## src/rtl/core/ivsf_pkg.sv

```systemverilog
// Shared constants and types for the inverse-variance sensor fusion block.
// No dependencies; imported by every module of the block.
`default_nettype none

package ivsf_pkg;

    localparam int AXIS_W      = 2;
    localparam int ANGLE_W     = 32;
    localparam int SPREAD_W    = 32;
    localparam int RECIP_W     = 32;
    localparam int WEIGHT_W    = 32;
    localparam int NUM_SENSORS = 3;
    localparam int NUM_AXES    = 3;
    localparam int IDX_W       = 2;

    // divider: 64-bit dividend, 34-bit divisor, 32 quotient bits
    localparam int SUM_W     = 34;
    localparam int DVD_W     = 64;
    localparam int QUO_W     = 32;
    localparam int DIV_STEPS = QUO_W;
    localparam int STEP_W    = $clog2(DIV_STEPS);

    // weight bank, entry = axis*3 + sensor
    localparam int BANK_DEPTH = NUM_AXES * NUM_SENSORS;
    localparam int BANK_AW    = $clog2(BANK_DEPTH);

    // accumulator and rounding
    localparam int ACC_W   = 64;
    localparam int Q_SHIFT = 31;
    localparam int RND_W   = ACC_W + 1 - Q_SHIFT;

    // stream word layout
    localparam int S_DATA_W = 200;
    localparam int S_USER_W = AXIS_W;
    localparam int M_DATA_W = ANGLE_W;
    localparam int M_USER_W = AXIS_W + 1;
    localparam int EN_LSB   = 3 * ANGLE_W + 3 * SPREAD_W;

    localparam logic [AXIS_W-1:0]  AXIS_NONE  = 2'd3;
    localparam logic [IDX_W-1:0]   LAST_IDX   = IDX_W'(NUM_SENSORS - 1);
    localparam logic [RECIP_W-1:0] RECIP_SAT  = '1;

    typedef struct packed {
        logic              start;
        logic [DVD_W-1:0]  dividend;
        logic [SUM_W-1:0]  divisor;
    } div_req_t;

    typedef struct packed {
        logic              done;
        logic [QUO_W-1:0]  quotient;
    } div_rsp_t;

    typedef struct packed {
        logic                 we;
        logic [BANK_AW-1:0]   addr;
        logic [WEIGHT_W-1:0]  data;
    } bank_wr_t;

endpackage

`default_nettype wire

```

## src/rtl/core/ivsf_div.sv

```systemverilog
// Shared restoring divider, one quotient bit per cycle; a start while busy is ignored.
// Depends on ivsf_pkg (div_req_t, div_rsp_t, widths).
`default_nettype none

module ivsf_div (
    input  wire logic               aclk,
    input  wire logic               aresetn,
    input  wire ivsf_pkg::div_req_t req,
    output ivsf_pkg::div_rsp_t      rsp
);
    import ivsf_pkg::*;

    logic              busy_reg;
    logic              done_reg;
    logic [STEP_W-1:0] step_reg;
    logic [SUM_W-1:0]  rem_reg;
    logic [QUO_W-1:0]  quo_reg;
    logic [SUM_W-1:0]  dvs_reg;

    logic [SUM_W:0]    trial;
    logic              fits;

    // quotient bits shift in where dividend bits shift out
    assign trial = {rem_reg, quo_reg[QUO_W-1]};
    assign fits  = trial >= {1'b0, dvs_reg};

    always_ff @(posedge aclk) begin
        if (!aresetn) begin
            busy_reg <= 1'b0;
            done_reg <= 1'b0;
            step_reg <= '0;
        end else begin
            done_reg <= 1'b0;
            if (req.start && !busy_reg) begin
                busy_reg <= 1'b1;
                step_reg <= STEP_W'(DIV_STEPS - 1);
            end else if (busy_reg) begin
                if (step_reg == '0) begin
                    busy_reg <= 1'b0;
                    done_reg <= 1'b1;
                end else begin
                    step_reg <= step_reg - 1'b1;
                end
            end
        end
    end

    // quotient known to fit 32 bits, so the top half starts as remainder
    always_ff @(posedge aclk) begin
        if (req.start && !busy_reg) begin
            rem_reg <= {{(SUM_W - (DVD_W - QUO_W)){1'b0}}, req.dividend[DVD_W-1:QUO_W]};
            quo_reg <= req.dividend[QUO_W-1:0];
            dvs_reg <= req.divisor;
        end else if (busy_reg) begin
            rem_reg <= fits ? SUM_W'(trial - {1'b0, dvs_reg}) : trial[SUM_W-1:0];
            quo_reg <= {quo_reg[QUO_W-2:0], fits};
        end
    end

    assign rsp.done     = done_reg;
    assign rsp.quotient = quo_reg;

endmodule

`default_nettype wire

```

## src/rtl/core/ivsf_bank.sv

```systemverilog
// Per-axis normalized weight bank, 9 x 32 bits, cleared by reset.
// Depends on ivsf_pkg (bank_wr_t, widths).
`default_nettype none

module ivsf_bank (
    input  wire logic                            aclk,
    input  wire logic                            aresetn,
    input  wire ivsf_pkg::bank_wr_t              wr,
    input  wire logic [ivsf_pkg::BANK_AW-1:0]    rd_addr,
    output logic      [ivsf_pkg::WEIGHT_W-1:0]   rd_data
);
    import ivsf_pkg::*;

    logic [WEIGHT_W-1:0] weight_reg [BANK_DEPTH];

    always_ff @(posedge aclk) begin
        if (!aresetn) begin
            for (int i = 0; i < BANK_DEPTH; i++) begin
                weight_reg[i] <= '0;
            end
        end else if (wr.we) begin
            weight_reg[wr.addr] <= wr.data;
        end
    end

    assign rd_data = weight_reg[rd_addr];

endmodule

`default_nettype wire

```

## src/rtl/core/inverse_variance_sensor_fusion.sv

```systemverilog
// Top level: inverse-sigma weighted fusion of three sensor angles per axis.
// Depends on ivsf_pkg, ivsf_div (shared divider), ivsf_bank (weight store).
//
//  channel | dir | tdata (low bit up)                          | tuser (low bit up)
//  s_      | in  | angle_a/b/c, spread_a/b/c, enable_a/b/c, pad | axis
//  m_      | out | fused_angle                                 | axis_out, no_data
//
// Each enabled sensor with sigma above one LSB needs a divide for its
// reciprocal, and each weight of an item with data needs another divide;
// all go through the one divider. The weighted sum then runs on one
// multiplier (multiply, then accumulate, per sensor), then rounding and
// the output register. Axis code 3 skips all work and goes straight to emit.
// Reset (aresetn low, synchronous) clears the weight bank and all control.
// s_tready is high only while idle; a finished result waits in the output
// register under m_ backpressure while the next word is already accepted.
`default_nettype none

module inverse_variance_sensor_fusion (
    input  wire logic                            aclk,
    input  wire logic                            aresetn,
    input  wire logic                            s_tvalid,
    output logic                                 s_tready,
    // angle_a, angle_b, angle_c, spread_a, spread_b, spread_c,
    // enable_a, enable_b, enable_c, zero pad
    input  wire logic [ivsf_pkg::S_DATA_W-1:0]   s_tdata,
    // axis
    input  wire logic [ivsf_pkg::S_USER_W-1:0]   s_tuser,
    output logic                                 m_tvalid,
    input  wire logic                            m_tready,
    // fused_angle
    output logic      [ivsf_pkg::M_DATA_W-1:0]   m_tdata,
    // axis_out, no_data
    output logic      [ivsf_pkg::M_USER_W-1:0]   m_tuser
);
    import ivsf_pkg::*;

    typedef enum logic [3:0] {
        ST_IDLE,
        ST_RCP,
        ST_RCP_WAIT,
        ST_SUM,
        ST_WGT,
        ST_WGT_WAIT,
        ST_MUL,
        ST_ACC,
        ST_RND,
        ST_EMIT
    } state_t;

    state_t                     state_reg;
    logic [IDX_W-1:0]           idx_reg;
    logic [AXIS_W-1:0]          axis_reg;
    logic signed [ANGLE_W-1:0]  angle_reg  [NUM_SENSORS];
    logic [SPREAD_W-1:0]        spread_reg [NUM_SENSORS];
    logic [NUM_SENSORS-1:0]     en_reg;
    logic [RECIP_W-1:0]         recip_reg  [NUM_SENSORS];
    logic [SUM_W-1:0]           sum_reg;
    logic signed [ACC_W-1:0]    prod_reg;
    logic signed [ACC_W-1:0]    acc_reg;
    logic [ANGLE_W-1:0]         fused_reg;
    logic                       nodata_reg;
    logic                       m_tvalid_reg;
    logic [M_DATA_W-1:0]        m_tdata_reg;
    logic [M_USER_W-1:0]        m_tuser_reg;

    div_req_t                   div_req;
    div_rsp_t                   div_rsp;
    bank_wr_t                   bank_wr;
    logic [BANK_AW-1:0]         bank_addr;
    logic [WEIGHT_W-1:0]        bank_rdata;

    logic                       need_div;
    logic signed [ANGLE_W:0]    mul_a;
    logic signed [ANGLE_W:0]    mul_b;
    logic signed [2*ANGLE_W+1:0] mul_p;
    logic signed [ACC_W:0]      rnd_sum;
    logic [RND_W-1:0]           rnd_q;
    logic                       rnd_ovf;
    logic [ANGLE_W-1:0]         rnd_sat;

    // divide only when the reciprocal does not saturate (sigma of 0 or 1 LSB)
    assign need_div = en_reg[idx_reg] && (spread_reg[idx_reg][SPREAD_W-1:1] != '0);

    assign bank_addr = BANK_AW'({2'b00, axis_reg} * 3) + BANK_AW'(idx_reg);

    // reciprocal: 2^32 / sigma; weight: r * 2^31 / sum
    always_comb begin
        div_req.start    = ((state_reg == ST_RCP) && need_div) || (state_reg == ST_WGT);
        if (state_reg == ST_WGT) begin
            div_req.dividend = {1'b0, recip_reg[idx_reg], {Q_SHIFT{1'b0}}};
            div_req.divisor  = sum_reg;
        end else begin
            div_req.dividend = DVD_W'(1) << QUO_W;
            div_req.divisor  = {{(SUM_W - SPREAD_W){1'b0}}, spread_reg[idx_reg]};
        end
    end

    assign bank_wr.we   = (state_reg == ST_WGT_WAIT) && div_rsp.done;
    assign bank_wr.addr = bank_addr;
    assign bank_wr.data = div_rsp.quotient;

    ivsf_div u_div (
        .aclk    (aclk),
        .aresetn (aresetn),
        .req     (div_req),
        .rsp     (div_rsp)
    );

    ivsf_bank u_bank (
        .aclk    (aclk),
        .aresetn (aresetn),
        .wr      (bank_wr),
        .rd_addr (bank_addr),
        .rd_data (bank_rdata)
    );

    // signed angle times unsigned Q1.31 weight, 33 x 33 bits
    assign mul_a = {angle_reg[idx_reg][ANGLE_W-1], angle_reg[idx_reg]};
    assign mul_b = {1'b0, bank_rdata};
    assign mul_p = mul_a * mul_b;

    // round half up by 2^31, then clamp to 32 signed bits
    assign rnd_sum = {acc_reg[ACC_W-1], acc_reg} + (ACC_W + 1)'(64'h4000_0000);
    assign rnd_q   = rnd_sum[ACC_W:Q_SHIFT];
    assign rnd_ovf = (rnd_q[RND_W-1:ANGLE_W-1] != '0) && (rnd_q[RND_W-1:ANGLE_W-1] != '1);
    always_comb begin
        if (rnd_ovf) begin
            rnd_sat = rnd_q[RND_W-1] ? {1'b1, {(ANGLE_W-1){1'b0}}} : {1'b0, {(ANGLE_W-1){1'b1}}};
        end else begin
            rnd_sat = rnd_q[ANGLE_W-1:0];
        end
    end

    always_ff @(posedge aclk) begin
        if (!aresetn) begin
            state_reg    <= ST_IDLE;
            idx_reg      <= '0;
            m_tvalid_reg <= 1'b0;
        end else begin
            // the emit state owns the output register while it loads
            if (m_tready && (state_reg != ST_EMIT)) begin
                m_tvalid_reg <= 1'b0;
            end
            unique case (state_reg)
                ST_IDLE: begin
                    if (s_tvalid) begin
                        axis_reg <= s_tuser;
                        for (int i = 0; i < NUM_SENSORS; i++) begin
                            angle_reg[i]  <= s_tdata[i*ANGLE_W +: ANGLE_W];
                            spread_reg[i] <= s_tdata[NUM_SENSORS*ANGLE_W + i*SPREAD_W +: SPREAD_W];
                            en_reg[i]     <= s_tdata[EN_LSB + i];
                        end
                        idx_reg <= '0;
                        if (s_tuser == AXIS_NONE) begin
                            fused_reg  <= '0;
                            nodata_reg <= 1'b1;
                            state_reg  <= ST_EMIT;
                        end else begin
                            state_reg  <= ST_RCP;
                        end
                    end
                end
                ST_RCP: begin
                    if (need_div) begin
                        state_reg <= ST_RCP_WAIT;
                    end else begin
                        recip_reg[idx_reg] <= en_reg[idx_reg] ? RECIP_SAT : '0;
                        if (idx_reg == LAST_IDX) begin
                            state_reg <= ST_SUM;
                        end else begin
                            idx_reg <= idx_reg + 1'b1;
                        end
                    end
                end
                ST_RCP_WAIT: begin
                    if (div_rsp.done) begin
                        recip_reg[idx_reg] <= div_rsp.quotient;
                        if (idx_reg == LAST_IDX) begin
                            state_reg <= ST_SUM;
                        end else begin
                            idx_reg   <= idx_reg + 1'b1;
                            state_reg <= ST_RCP;
                        end
                    end
                end
                ST_SUM: begin
                    // an enabled sensor always has r >= 1, so sum is zero iff none enabled
                    sum_reg    <= SUM_W'(recip_reg[0]) + SUM_W'(recip_reg[1])
                                  + SUM_W'(recip_reg[2]);
                    nodata_reg <= (en_reg == '0);
                    idx_reg    <= '0;
                    acc_reg    <= '0;
                    state_reg  <= (en_reg == '0) ? ST_MUL : ST_WGT;
                end
                ST_WGT: begin
                    state_reg <= ST_WGT_WAIT;
                end
                ST_WGT_WAIT: begin
                    if (div_rsp.done) begin
                        if (idx_reg == LAST_IDX) begin
                            idx_reg   <= '0;
                            state_reg <= ST_MUL;
                        end else begin
                            idx_reg   <= idx_reg + 1'b1;
                            state_reg <= ST_WGT;
                        end
                    end
                end
                ST_MUL: begin
                    prod_reg  <= mul_p[ACC_W-1:0];
                    state_reg <= ST_ACC;
                end
                ST_ACC: begin
                    acc_reg <= acc_reg + prod_reg;
                    if (idx_reg == LAST_IDX) begin
                        state_reg <= ST_RND;
                    end else begin
                        idx_reg   <= idx_reg + 1'b1;
                        state_reg <= ST_MUL;
                    end
                end
                ST_RND: begin
                    fused_reg <= rnd_sat;
                    state_reg <= ST_EMIT;
                end
                ST_EMIT: begin
                    if (!m_tvalid_reg || m_tready) begin
                        m_tvalid_reg <= 1'b1;
                        m_tdata_reg  <= fused_reg;
                        m_tuser_reg  <= {nodata_reg, axis_reg};
                        state_reg    <= ST_IDLE;
                    end
                end
                default: begin
                    state_reg <= ST_IDLE;
                end
            endcase
        end
    end

    assign s_tready = (state_reg == ST_IDLE);
    assign m_tvalid = m_tvalid_reg;
    assign m_tdata  = m_tdata_reg;
    assign m_tuser  = m_tuser_reg;

endmodule

`default_nettype wire

```

## config.mk

```make
export PLATFORM = sky130hd
export DESIGN_NAME = inverse_variance_sensor_fusion
export DESIGN_NICKNAME = d
export VERILOG_FILES = /design/src/rtl/core/ivsf_pkg.sv /design/src/rtl/core/ivsf_div.sv /design/src/rtl/core/ivsf_bank.sv /design/src/rtl/core/inverse_variance_sensor_fusion.sv
export SDC_FILE = /design/constraint.sdc
export NUM_CORES = 2
export LEC_CHECK = 0
export BUFFER_PORTS_ARGS = -buffer_cell sky130_fd_sc_hd__buf_4
export CORE_UTILIZATION = 30
export CTS_BUF_LIST = sky130_fd_sc_hd__clkbuf_2
export CTS_CLUSTER_DIAMETER = 120
export DETAILED_ROUTE_END_ITERATION = 10
export MAX_ROUTING_LAYER = met4
export PLACE_DENSITY_LB_ADDON = 0.08
export SYNTH_ARGS = -nofsm -noshare
export SYNTH_HDL_FRONTEND = slang
export SYNTH_SLANG_ARGS = --single-unit
```

## constraint.sdc

```tcl
create_clock -name aclk -period 10.1 [get_ports aclk]
set_input_delay 2.02 -clock aclk [delete_from_list [all_inputs] [get_ports aclk]]
set_output_delay 2.02 -clock aclk [all_outputs]
set_load 0.005 [all_outputs]
```

# Word-level counts from Yosys, hierarchy flattened
# Memories as Yosys holds them, arrays and structs flattened. A register that Yosys moved wholly into a read port is not among the register bits.
# Cells that the tools add are included.
dict set report word_totals {
  regBits 349
  mem_bits_rw 576
  inputBits 206
  n_memories 4
}
# name words word_bits read_ports rd_ports_with_merged_regs write_ports line_no
set memory_table {}
lappend memory_table {u_bank.weight_reg 9 32 1 0 9 ivsf_bank.sv:14} ;# logic [WEIGHT_W-1:0] weight_reg [BANK_DEPTH];
lappend memory_table {angle_reg 3 32 1 1 3 inverse_variance_sensor_fusion.sv:53} ;# logic signed [ANGLE_W-1:0] angle_reg [NUM_SENSORS];
lappend memory_table {recip_reg 3 32 4 1 1 inverse_variance_sensor_fusion.sv:56} ;# logic [RECIP_W-1:0] recip_reg [NUM_SENSORS];
lappend memory_table {spread_reg 3 32 1 1 3 inverse_variance_sensor_fusion.sv:54} ;# logic [SPREAD_W-1:0] spread_reg [NUM_SENSORS];
dict set report classes {
  add_sub_neg 8
  n_mul 2
  n_lt_le_gt_ge 2
  eq_ne 21
  muxes 73
  n_bitwise 3
  n_reduce_logical 32
}
# cell count
set ops {}
lappend ops {{$mux 32} 11}
lappend ops {{$pmux 64 s2} 1}
lappend ops {{$mux 97} 1}
lappend ops {{$add 64x32->65 const B} 1}
lappend ops {{$add 64x64->64} 1}
lappend ops {{$mul 32x33->64} 1}
lappend ops {{$pmux 32 s2} 1}
lappend ops {{$pmux 4 s10} 1}
lappend ops {{$mux 4} 9}
lappend ops {{$ge 35x34->1} 1}
lappend ops {{$add 33x32->34} 1}
lappend ops {{$mux 34} 1}
lappend ops {{$sub 34x34->34} 1}
lappend ops {{$add 32x32->33} 1}
lappend ops {{$reduce_or 32->1} 1}
lappend ops {{$reduce_bool 31->1} 1}
lappend ops {{$mux 2} 15}
lappend ops {{$mux 1} 27}
lappend ops {{$eq 4x3->1 const B} 4}
lappend ops {{$mux 5} 3}
lappend ops {{$pmux 2 s6} 1}
lappend ops {{$reduce_and 5->1} 2}
lappend ops {{$eq 4x2->1 const B} 2}
lappend ops {{$eq 4x4->1 const B} 2}
lappend ops {{other kinds (29)} 51}

# Longest topological paths before layout
dict set report depth {
  depth_word 8
  ltp_mapped 39
}

# By module
# Synthesis repeated with hierarchy kept, for this count alone.
dict set report unflattened {
  cells_unflattened 7665
  area_unflattened_um2 89398.2
}
# module n_inst cells_each area_per_inst_um2 seq_area_each_um2
set modules_own_cells {}
lappend modules_own_cells {inverse_variance_sensor_fusion 1 5848 61657.9 16846.2}
lappend modules_own_cells {ivsf_bank 1 1131 21156.5 15374.7}
lappend modules_own_cells {ivsf_div 1 686 6583.8 3123.0}

# Worst setup path before layout
# No wires, ideal clock.
dict set report synth_path {
  path_type {reg-to-reg}
  startpoint {register axis_reg[0]}
  endpoint {register prod_reg[58] (data pin)}
  setup_time_ps 260
  arrival_ps 10093
  required_ps 9840
  path_slack_ps -252
  stages_incl_launch_ff 36
  path_buffers 6
  period_less_slack_ps 10352
  cell_sequence {edfxtp_1 -> fa_1 -> ha_1 -> clkbuf_1 -> buf_4 -> clkbuf_1 -> clkbuf_1 -> mux4_2 -> mux2_2 -> o21ai_1 -> buf_2 -> nor2_1 -> fa_1 -> fa_1 -> inv_1 -> fa_1 -> fa_1 -> inv_1 -> fa_1 -> fa_1 -> fa_1 -> inv_1 -> fa_1 -> inv_1 -> ha_1 -> clkbuf_1 -> a21oi_1 -> o21ai_1 -> a2111oi_0 -> nor2_1 -> a221oi_1 -> o41ai_4 -> a21oi_2 -> o31ai_1 -> a21oi_1 -> xnor2_1}
}
dict set report synth_between {
  elab_chain_cells 4
}
# element line_no
set synth_lines {}
lappend synth_lines {{start, declared} inverse_variance_sensor_fusion.sv:52} ;# logic [AXIS_W-1:0] axis_reg;
lappend synth_lines {{start signal, assigned} inverse_variance_sensor_fusion.sv:147} ;# axis_reg <= s_tuser;
lappend synth_lines {{$mul 2x2->4} inverse_variance_sensor_fusion.sv:84} ;# assign bank_addr = BANK_AW'({2'b00, axis_reg} * 3) + BANK_AW'(idx_reg);
lappend synth_lines {{$add 4x2->4} inverse_variance_sensor_fusion.sv:84}
lappend synth_lines {{$mem_v2 9x32} n/a}
lappend synth_lines {{$mul 32x33->64} inverse_variance_sensor_fusion.sv:120} ;# assign mul_p = mul_a * mul_b;
lappend synth_lines {{net mul_p[58]} inverse_variance_sensor_fusion.sv:75} ;# logic signed [2*ANGLE_W+1:0] mul_p;
lappend synth_lines {{end signal, assigned} inverse_variance_sensor_fusion.sv:210} ;# prod_reg <= mul_p[ACC_W-1:0];
lappend synth_lines {{end, declared} inverse_variance_sensor_fusion.sv:58} ;# logic signed [ACC_W-1:0] prod_reg;
# The timed path passes the listed nets, and every way through them passes these cells.
# A chain may end at the register's enable or synchronous reset.

# Worst setup path after layout
dict set report layout_path {
  startpoint {register axis_reg[0]}
  endpoint {register prod_reg[60] (data pin)}
}
# Same word-level chain as after synthesis.

==> results.cfg <==
[critical_path]
start_kind = flop
critical_path.max_fanout = 10
cp_data_required_time_ns = 11.49
worst_setup_path_end_kind = flop
cp_slowest_stage_delay_ns = 0.58
r2r-start = axis_reg[0]
worst_path_max_delay_cell = sky130_fd_sc_hd__fa_2
critPathLaunch = axis_reg[0]
timing.setup.critical_path_class = flop to flop
worst_ep_arrival_time_ns = 11.46
critical_path.most_common_cell = sky130_fd_sc_hd__fa_1

[clock_tree]
worst_setup_hold_path_clk_slew_ns = 0.10
clk_latency_ns = 1.77
cts.sinks = 1183
tritoncts_clock_tree = yes
htree_num_levels = 5
cts_bufs_inserted = 341
cts_hold_repair.buffers = 0
max-clock-path-buffers = 4
clk_root_buffer_cell = sky130_fd_sc_hd__clkbuf_2

[die]
fp.dieArea_mm2 = 0.296
fp.dieH_um = 544
rows = 198
ioPinCount = 243
start_util_pct = 30.2
coreArea_mm2 = 0.291
die_width_um = 544

[detailed_routing]
routed_wire_length_um = 295000
drt_pre_antenna_iters = 7
drt_first_iter_violations = 3504
viasPerCell = 4.72
avgRoutedWirePerCell_um = 23.5
ant_nets = 0
vias = 59300
drc = 0

[place]
place_worst_setup_slack_ns = -0.304
placement.io_buffers = 237
place_congestion = 0.862
dp.final_hpwl_um = 221000

[grt]
grt_pass1_wl_um = 434000
via_count_of_the_first_global_routing_pass = 64400
overflow = 0
antenna_found_initial = 10
pin_count_of_the_biggest_net_entering_global_routing = 175
grt_use_total_pct = 20.6

[synthesis]
synth_warn = 0
netlist_top_cells_area = sky130_fd_sc_hd__edfxtp_1, sky130_fd_sc_hd__fa_1, sky130_fd_sc_hd__ha_1
sequential_fraction_of_the_synthesis_area_pct = 40.2
synth-main-ff-cell = sky130_fd_sc_hd__edfxtp_1
synth-async-reset-ratio_pct = 0
syn_area_per_cell_um2 = 11.6
synth_fp_nets = 9157
ys_types = 83
ys_seq_elements = 1183
synth_enable_flop_cells = 1165
netlist_area_mm2 = 0.0880
netlist.top_cell.by_area = sky130_fd_sc_hd__edfxtp_1
synth.top_cell.area_share_pct = 39.8
synth_cells = 7587

[timing]
achievable-frequency_ghz = 0.0993
max_slew_margin_pct = 13.0
final-setup-viol-count = 0
period_share_pct = 99.7
rsz0062_at_grt = true
slew_viol_final = 0
hold_violations = 0
final.min_clock_period_ns = 10.07
tightest_slew_ns = 1.30
finClkSkew_ns = 0.268
setup_total_negative_slack_ns = 0
layout_setup_ws_ns = 0.0297
worst_hold_slack_ns = 0.317

[finish]
design.final.nets = 9961
fillCellCount = 29400
postLayoutCoreUtil_pct = 35.6
post_route_cells_drive_above_1_share_pct = 22.1
area_delta_synth_final_pct = 18.0
largest_register_ff_count = 512
seq_area_mm2 = 0.0354
multi_input_area_mm2 = 0.0488

[run_status]
outcome = complete, no violations

[worst_hold_path]
worst_hold_path_type = flop to flop
worstHoldStart = nodata_reg

[run]
cap_violations = 0
## placed cells by master, fill, tap and decap left out, drive strengths merged, types with 8 or more instances in the layout
cell and instances:
inv 1006, mux2 64, xor2 65, nor4 24, clkbuf 497, a21oi 249, o21ai 226, a21boi 8
nor2b 33, and4 10, nand3 59, a211oi 23, clkinv 77, nand4 57, and3 21, ha 430
o31ai 14, diode 16, nand2b 183, mux4 161, nor3 65, nor2 871, edfxtp 1165, o211ai 11
o21a 100, dfxtp 18, fa 934, mux2i 120, nand2 488, buf 866, a31oi 31, o21bai 29
a21o 122, a32oi 15, and2 339, xnor2 124, or2 12, or3 10
## metal layers
metal | global-route usage [%] | part of all wire [%] | vias up
li1 | - | - | 27300
met1 | 25.6 | 44 | 30500
met2 | 35.2 | 50 | 1105
met3 | 2.63 | 3.7 | 388
met4 | 5.32 | 2.7 | 0
met5 | - | 0 | -
## logic make-up (layout without fill, tap and decap cells)
family          Yosys count  in the layout  share of synthesized area [%]
fa+ha+maj              1364           1364                           27.4
buf+inv                1407           2459                           6.11
mux                     345            345                           6.30
compound gates          903            903                           6.54
flops                  1183           1183                           40.2
simple gates           2196           2196                           11.6
other cells               0             16                              0
xor+xnor                189            189                           1.88
## worst max-delay path: cells and delay by family (launching register included)
family | cells | cell delay, ns
buffers and inverters | 10 | 1.30
and+or+nand+nor | 2 | 0.15
adders and majority gates | 12 | 5.47
DFF | 1 | 0.43
muxes | 2 | 0.52
AOI/OAI and AO/OA | 9 | 1.81
## final timing paths
check	slack, ns	cells past startpoint	end
worst min-delay path	0.32	0	m_tuser[2]
worst min register to register	0.32	0	m_tuser[2]
worst max-delay path	0.03	35	prod_reg[60]
worst max register to register	0.03	35	prod_reg[60]
## area by class of cell
cell class / count / share of cell area (%)
tap: 3900 / 4.70
sequential: 1183 / 34.0
multi-input combinational: 4997 / 47.0
antenna: 16 / 0.0386
timing repair buffer: 871 / 7.66
inverter: 997 / 3.60
clock buffer: 494 / 2.38
clock inverter: 97 / 0.610
## Yosys cell counts, types with 6 or more instances
cell                        instances
sky130_fd_sc_hd__a2111oi_0          6
sky130_fd_sc_hd__a211o_1            7
sky130_fd_sc_hd__a211oi_1          23
sky130_fd_sc_hd__a21boi_0           8
sky130_fd_sc_hd__a21o_1           122
sky130_fd_sc_hd__a21oi_1          248
sky130_fd_sc_hd__a31oi_1           30
sky130_fd_sc_hd__a32oi_1           15
sky130_fd_sc_hd__and2_1           338
sky130_fd_sc_hd__and3_1            21
sky130_fd_sc_hd__and4_1            10
sky130_fd_sc_hd__buf_1             26
sky130_fd_sc_hd__buf_2             62
sky130_fd_sc_hd__clkbuf_1         318
sky130_fd_sc_hd__dfxtp_1           18
sky130_fd_sc_hd__edfxtp_1        1165
sky130_fd_sc_hd__fa_1             934
sky130_fd_sc_hd__ha_1             430
sky130_fd_sc_hd__inv_1            994
sky130_fd_sc_hd__mux2_2            63
sky130_fd_sc_hd__mux2i_1          120
sky130_fd_sc_hd__mux4_2           161
sky130_fd_sc_hd__nand2_1          488
sky130_fd_sc_hd__nand2b_1         183
sky130_fd_sc_hd__nand3_1           59
sky130_fd_sc_hd__nand4_1           57
sky130_fd_sc_hd__nor2_1           871
sky130_fd_sc_hd__nor2b_1           33
sky130_fd_sc_hd__nor3_1            65
sky130_fd_sc_hd__nor3b_1            6
sky130_fd_sc_hd__nor4_1            24
sky130_fd_sc_hd__o211ai_1          11
sky130_fd_sc_hd__o21a_1           100
sky130_fd_sc_hd__o21ai_0          197
sky130_fd_sc_hd__o21ai_1           28
sky130_fd_sc_hd__o21bai_1          29
sky130_fd_sc_hd__o31ai_1           11
sky130_fd_sc_hd__or2_2             12
sky130_fd_sc_hd__or3_1             10
sky130_fd_sc_hd__xnor2_1          124
sky130_fd_sc_hd__xor2_1            65
## repair_timing
| action | CTS | global route |
|---|---|---|
| cloned | 4 | 3 |
| setup buffers | 29 | 42 |
| endpoints found under the setup margin | 25 | 25 |
| resized for setup | 92 | 145 |
| pin swaps | 42 | 72 |
## metrics by stage
stage          area, µm²  cells
4_1_cts           103000  12500
3_5_place_dp       98800  11900
5_1_grt           104000  12500
6_report          104000  12600
3_3_place_gp       98800  11900
2_1_floorplan      88000   7587
Power is not shown: default switching activity piles up to over one toggle a cycle in this logic, so the estimate is an artifact.
